--- src/hdl/tce_pkg.sv ---
// shared types and constants of the text console engine
package tce_pkg;

  typedef enum logic [2:0] {
    REQ_PUT    = 3'd0,
    REQ_HOOK   = 3'd1,
    REQ_CLEAR  = 3'd2,
    REQ_SET    = 3'd3,
    REQ_ENABLE = 3'd4,
    REQ_TICK   = 3'd5,
    REQ_READ   = 3'd6,
    REQ_NONE   = 3'd7
  } req_t;

  typedef struct packed {
    req_t       req;
    logic [7:0] ch7;
    logic       is_nl;
    logic       is_bs;
    logic       prn;
    logic       hook_clr;
    logic       hook_wr;
    logic [7:0] tcol;
    logic [7:0] trow;
    logic [7:0] pcol;
    logic [7:0] prow;
  } req_item_t;

  localparam logic [7:0] BLANK_CHAR = 8'h20;
  localparam logic [7:0] PLAIN_ATTR = 8'h61;
  localparam logic [7:0] CH_EOL     = 8'h9B;
  localparam logic [7:0] CH_ESC     = 8'h1B;
  localparam logic [7:0] CH_LF      = 8'h0A;
  localparam logic [7:0] CH_CR      = 8'h0D;
  localparam logic [7:0] CH_BS      = 8'h08;
  localparam logic [7:0] CH_DEL     = 8'h7E;
  localparam logic [7:0] CH_CLR     = 8'h7D;
  localparam logic [7:0] CH_MASK    = 8'h7F;
  localparam logic [7:0] COLOR_HI   = 8'hF0;
  localparam logic [7:0] COLOR_LO   = 8'h0F;

endpackage

--- src/hdl/tce_front.sv ---
// request intake: classification and a two entry request queue
module tce_front #(
  parameter int COLUMNS = 80,
  parameter int ROWS    = 25
) (
  input  logic               clk,
  input  logic               rst_n,
  input  logic               start,
  output logic               busy,
  input  logic [2:0]         in_req_type,
  input  logic [7:0]         in_char_code,
  input  logic [7:0]         in_target_col,
  input  logic [7:0]         in_target_row,
  input  logic [7:0]         in_prev_col,
  input  logic [7:0]         in_prev_row,
  input  logic               init_busy,
  output logic               q_valid,
  output tce_pkg::req_item_t q_item,
  input  logic               q_pop
);
  import tce_pkg::*;

  localparam logic [7:0] COL_LIM = 8'(COLUMNS);
  localparam logic [7:0] ROW_LIM = 8'(ROWS);
  localparam logic [7:0] COL_MAX = 8'(COLUMNS - 1);
  localparam logic [7:0] ROW_MAX = 8'(ROWS - 1);

  req_item_t  q_r [2];
  logic       wp_r, rp_r;
  logic [1:0] cnt_r;
  req_item_t  item;
  logic       push;
  logic [7:0] ch7;
  logic       nl;

  assign ch7  = in_char_code & CH_MASK;
  assign nl   = (in_char_code == CH_EOL) || (in_char_code == CH_ESC) ||
                (in_char_code == CH_LF) || (in_char_code == CH_CR);

  always_comb begin
    item          = '0;
    item.req      = req_t'(in_req_type);
    item.ch7      = ch7;
    item.is_nl    = nl;
    item.is_bs    = (ch7 == CH_BS) || (ch7 == CH_DEL);
    item.prn      = ch7 >= BLANK_CHAR;
    item.hook_clr = in_char_code == CH_CLR;
    item.hook_wr  = !nl && (ch7 >= BLANK_CHAR) && (in_prev_col < COL_LIM) &&
                    (in_prev_row < ROW_LIM);
    item.tcol     = (in_target_col >= COL_LIM) ? COL_MAX : in_target_col;
    item.trow     = (in_target_row >= ROW_LIM) ? ROW_MAX : in_target_row;
    item.pcol     = in_prev_col;
    item.prow     = in_prev_row;
  end

  assign busy    = (cnt_r == 2'd2) || init_busy;
  assign push    = start && !busy;
  assign q_valid = cnt_r != 2'd0;
  assign q_item  = q_r[rp_r];

  always_ff @(posedge clk) begin
    if (push) begin
      q_r[wp_r] <= item;
    end
  end

  always_ff @(posedge clk) begin
    if (!rst_n) begin
      wp_r  <= 1'b0;
      rp_r  <= 1'b0;
      cnt_r <= 2'd0;
    end else begin
      if (push) begin
        wp_r <= ~wp_r;
      end
      if (q_pop) begin
        rp_r <= ~rp_r;
      end
      cnt_r <= cnt_r + {1'b0, push} - {1'b0, q_pop};
    end
  end
endmodule

--- config.mk ---
export PLATFORM = sky130hd
export DESIGN_NAME = tce_front
export DESIGN_NICKNAME = d
export VERILOG_FILES = /design/src/hdl/tce_pkg.sv /design/src/hdl/tce_front.sv
export SDC_FILE = /design/constraint.sdc
export NUM_CORES = 1
export LEC_CHECK = 0
export BUFFER_PORTS_ARGS = -buffer_cell sky130_fd_sc_hd__buf_2
export CORE_UTILIZATION = 40
export DETAILED_ROUTE_END_ITERATION = 16
export GPL_TIMING_DRIVEN = 0
export HOLD_SLACK_MARGIN = 0.12
export PLACE_DENSITY = 0.65
export RECOVER_POWER = 25
export SLEW_MARGIN = 20
export SYNTH_ARGS = -nofsm -noshare
export SYNTH_HDL_FRONTEND = slang
export SYNTH_SLANG_ARGS = --single-unit
--- constraint.sdc ---
create_clock -name clk -period 3.2 [get_ports clk]
set_clock_uncertainty 0.15 [all_clocks]
set_input_delay 0 -clock clk [delete_from_list [all_inputs] [get_ports clk]]
set_output_delay 0 -clock clk [all_outputs]
set_load 0.005 [all_outputs]
==> impl_metrics.py <==
metrics = {
    "global_route": {
        "grt_overflow_total": 0,
        "grt_pass1_wl_mm": 11.8,
        "grt_pass1_vias": 2504,
        "grt_usage_pct": 15.8,
        "grt_antenna_before_repair": 0,
        "grt_max_degree": 26,
    },
    "route": {
        "drc": 0,
        "topRoutingLayerUsed": "met4",
        "viasPerCell": 4.60,
        "drtIter0Drc": 58,
        "wl_per_cell_um": 14.5,
        "ant_nets": 0,
        "dr_wl_met2_mm": 3.88,
        "vias": 2381,
        "m1WireLength_mm": 3.14,
        "routed_wl_mm": 7.50,
        "dr.pass1.iters": 4,
        "met3_length_um": 392,
    },
    "layout": {
        "instances_no_fill": 518,
        "nFillCells": 799,
        "final-seq-area_sq_mm": 0.00292,
        "most-common-layout-cells": "edfxtp_1 (94), buf_2 (80), dlygate4sd3_1 (53), mux2_2 (47), clkbuf_1 (22)",
        "area_growth_pct": 37.8,
        "final_common_cell": "edfxtp_1",
        "multiInputGateArea_sq_um": 912,
        "diodes": 0,
        "drive_gt1_share_pct": 39.3,
        "layout.nets": 434,
    },
    "timing": {
        "relSlewSlack_pct": 51.0,
        "fmax_mhz": 350,
        "grt_setup_unrepaired": "no",
        "slew_violations": 0,
        "finalSetupViolations": 0,
        "hold_violations": 0,
        "tns_ns": 0,
        "period_share_pct": 89.2,
        "min_period_ns": 2.86,
        "tightest_slew_ns": 0.734,
        "worst_slack_ns": 0.344,
    },
    "setup_path": {
        "crit_path_end_kind": "flop",
        "path_buf_inv": 3,
        "path_cells": "nor2b_4 > or3b_1 > dlygate4sd3_1 > buf_2 > nor2_4 > buf_12",
        "cp.required_ns": 3.11,
        "crit_type": "reg -> reg",
        "critPathLaunchType": "flop",
        "crit_family": "buffers and inverters",
        "slowest_delay_ns": 0.57,
        "cp_max_fo": 25,
        "cp_slowest_cell": "nor2_4",
        "crit_arrival_ns": 2.76,
    },
    "yosys": {
        "synthDistinctLibCells": 33,
        "ys.flop_type": "edfxtp_1",
        "ys_seq_area_share_pct": 75.8,
        "synth_top_family_by_area": "multiplexers",
        "synth_xor_area_share_pct": 0.455,
        "netlist_instances": 213,
        "synth-edff-count": 94,
        "async_flop_share_pct": 0,
        "syn_area_sq_mm": 0.00385,
        "synth_seq_cells": 99,
        "synthMuxAreaShare_pct": 14.0,
        "yosys_warnings": 0,
        "synthAdderAreaFrac_pct": 0.649,
        "synth-compound-area-share_pct": 1.27,
        "yosys.area_share.simple_pct": 6.04,
        "syn-mean-instance-area_sq_um": 18.1,
    },
    "placed_design": {
        "io_buffer_count": 96,
        "post-place-ws_ns": 0.857,
        "gp_congestion": 0.705,
        "dp_hpwl_mm": 4.65,
        "dpl.cell_count": 449,
    },
    "clock_network": {
        "clk_latency_ns": 0.35,
        "htree_levels": 3,
        "numCtsBuffers": 9,
        "path_clk_slew_ns": 0.09,
        "cts_max_path_buffers": 2,
        "cts_sinks": 99,
        "cts_tree": "yes",
        "cts_root_buf": "clkbuf_8",
    },
    "die": {
        "row_count": 35,
        "die-area_sq_mm": 0.0100,
        "die_h_um": 100,
        "ios": 98,
        "die_w_um": 100,
        "start_util_pct": 41.5,
        "core_sq_mm": 0.00928,
    },
    "power": {
        "leakage_uw": 0.00195,
        "p_per_area_mw_per_mm2": 498,
        "vdd_ir_drop_max_mv": 0.261,
    },
    "job": {
        "cap_viol_max_count": 0,
    },
    "min_path": {
        "hold_class": "in -> reg",
    },
    "outcome": {
        "outcome": "finished clean",
    },
}
-- routing by layer --
layer | GRT usage [%] | up-vias
met2 | 28.6 | 77
met4 | 5.35 | 0
met1 | 17.6 | 1154
li1 | - | 1142
met5 | 0 | -
met3 | 5.08 | 8
-- registers in the layout, summed over array words and instances, names as in the netlist, named ones only --
register and count:
q_r 94, rp_r 1, wp_r 1, cnt_r 2
-- synthesized netlist by cell type, drive strengths merged (2+ instances only) --
master	number	area, sq um
nor4b	2	17.5
o21ai	2	10.0
mux2	47	529
dfxtp	5	100
nor2	11	41.3
nand3	2	10.0
or3	4	25.0
edfxtp	94	2820
and2	5	32.5
or4	2	15.0
ha	2	25.0
nand2	4	15.0
or2	3	18.8
buf	7	37.5
inv	7	26.3
-- stage by stage --
step,hold WS [ns],total power [uW],area (sq um),util (%)
after floorplan,-0.0621,1690,3880,-
after global placement,0.0374,1830,4530,48.7
after detailed placement,0.0435,1850,4620,49.7
after CTS,0.196,2680,5340,57.5
after global routing,0.190,2760,5310,57.2
final,0.215,2640,5310,57.2
-- what timing repair did --
item	in CTS	in global routing
buffers inserted	0	0
hold buffers	53	0
resized for setup	0	0
endpoints found under the hold margin	92	0
-- area by class of cell --
class | instances | share of cell area, %
multi-input combinational | 108 | 17.2
sequential | 99 | 55.0
clock inverter | 6 | 1.22
tap | 129 | 3.04
inverter | 7 | 0.495
timing repair buffer | 152 | 19.9
clock buffer | 10 | 2.40
buffer | 7 | 0.707
-- kinds of logic (layout without fill, tap and decap cells) --
family                     count (synthesis)  count (layout)
AOI/OAI and AO/OA                          7               7
xor gates and xnor gates                   2               2
adders and majority gates                  2               2
buffers and inverters                     14             182
DFF                                       99              99
muxes                                     48              48
other                                      1               9
and+or+nand+nor                           40              40
-- report_power, final --
group | internal [uW] | switching (uW) | total (uW)
sequential | 1480 | 17.3 | 1500
clock | 364 | 419 | 783
combinational | 200 | 161 | 361
-- worst paths after layout --
| path | end | cells after the start | from | slack, ns |
|---|---|---|---|---|
| worst max-delay path | q_r[1][33]$_DFFE_PP_ | 6 | cnt_r[0]$_SDFF_PN0_ | 0.34 |
| worst min-delay path | q_r[1][44]$_DFFE_PP_ | 2 | in_req_type[0] | 0.21 |
| worst min register to register | wp_r$_SDFFE_PN0P_ | 2 | wp_r$_SDFFE_PN0P_ | 0.38 |
| worst max register to register | q_r[1][33]$_DFFE_PP_ | 6 | cnt_r[0]$_SDFF_PN0_ | 0.34 |
(Power assumes the default switching activity.)
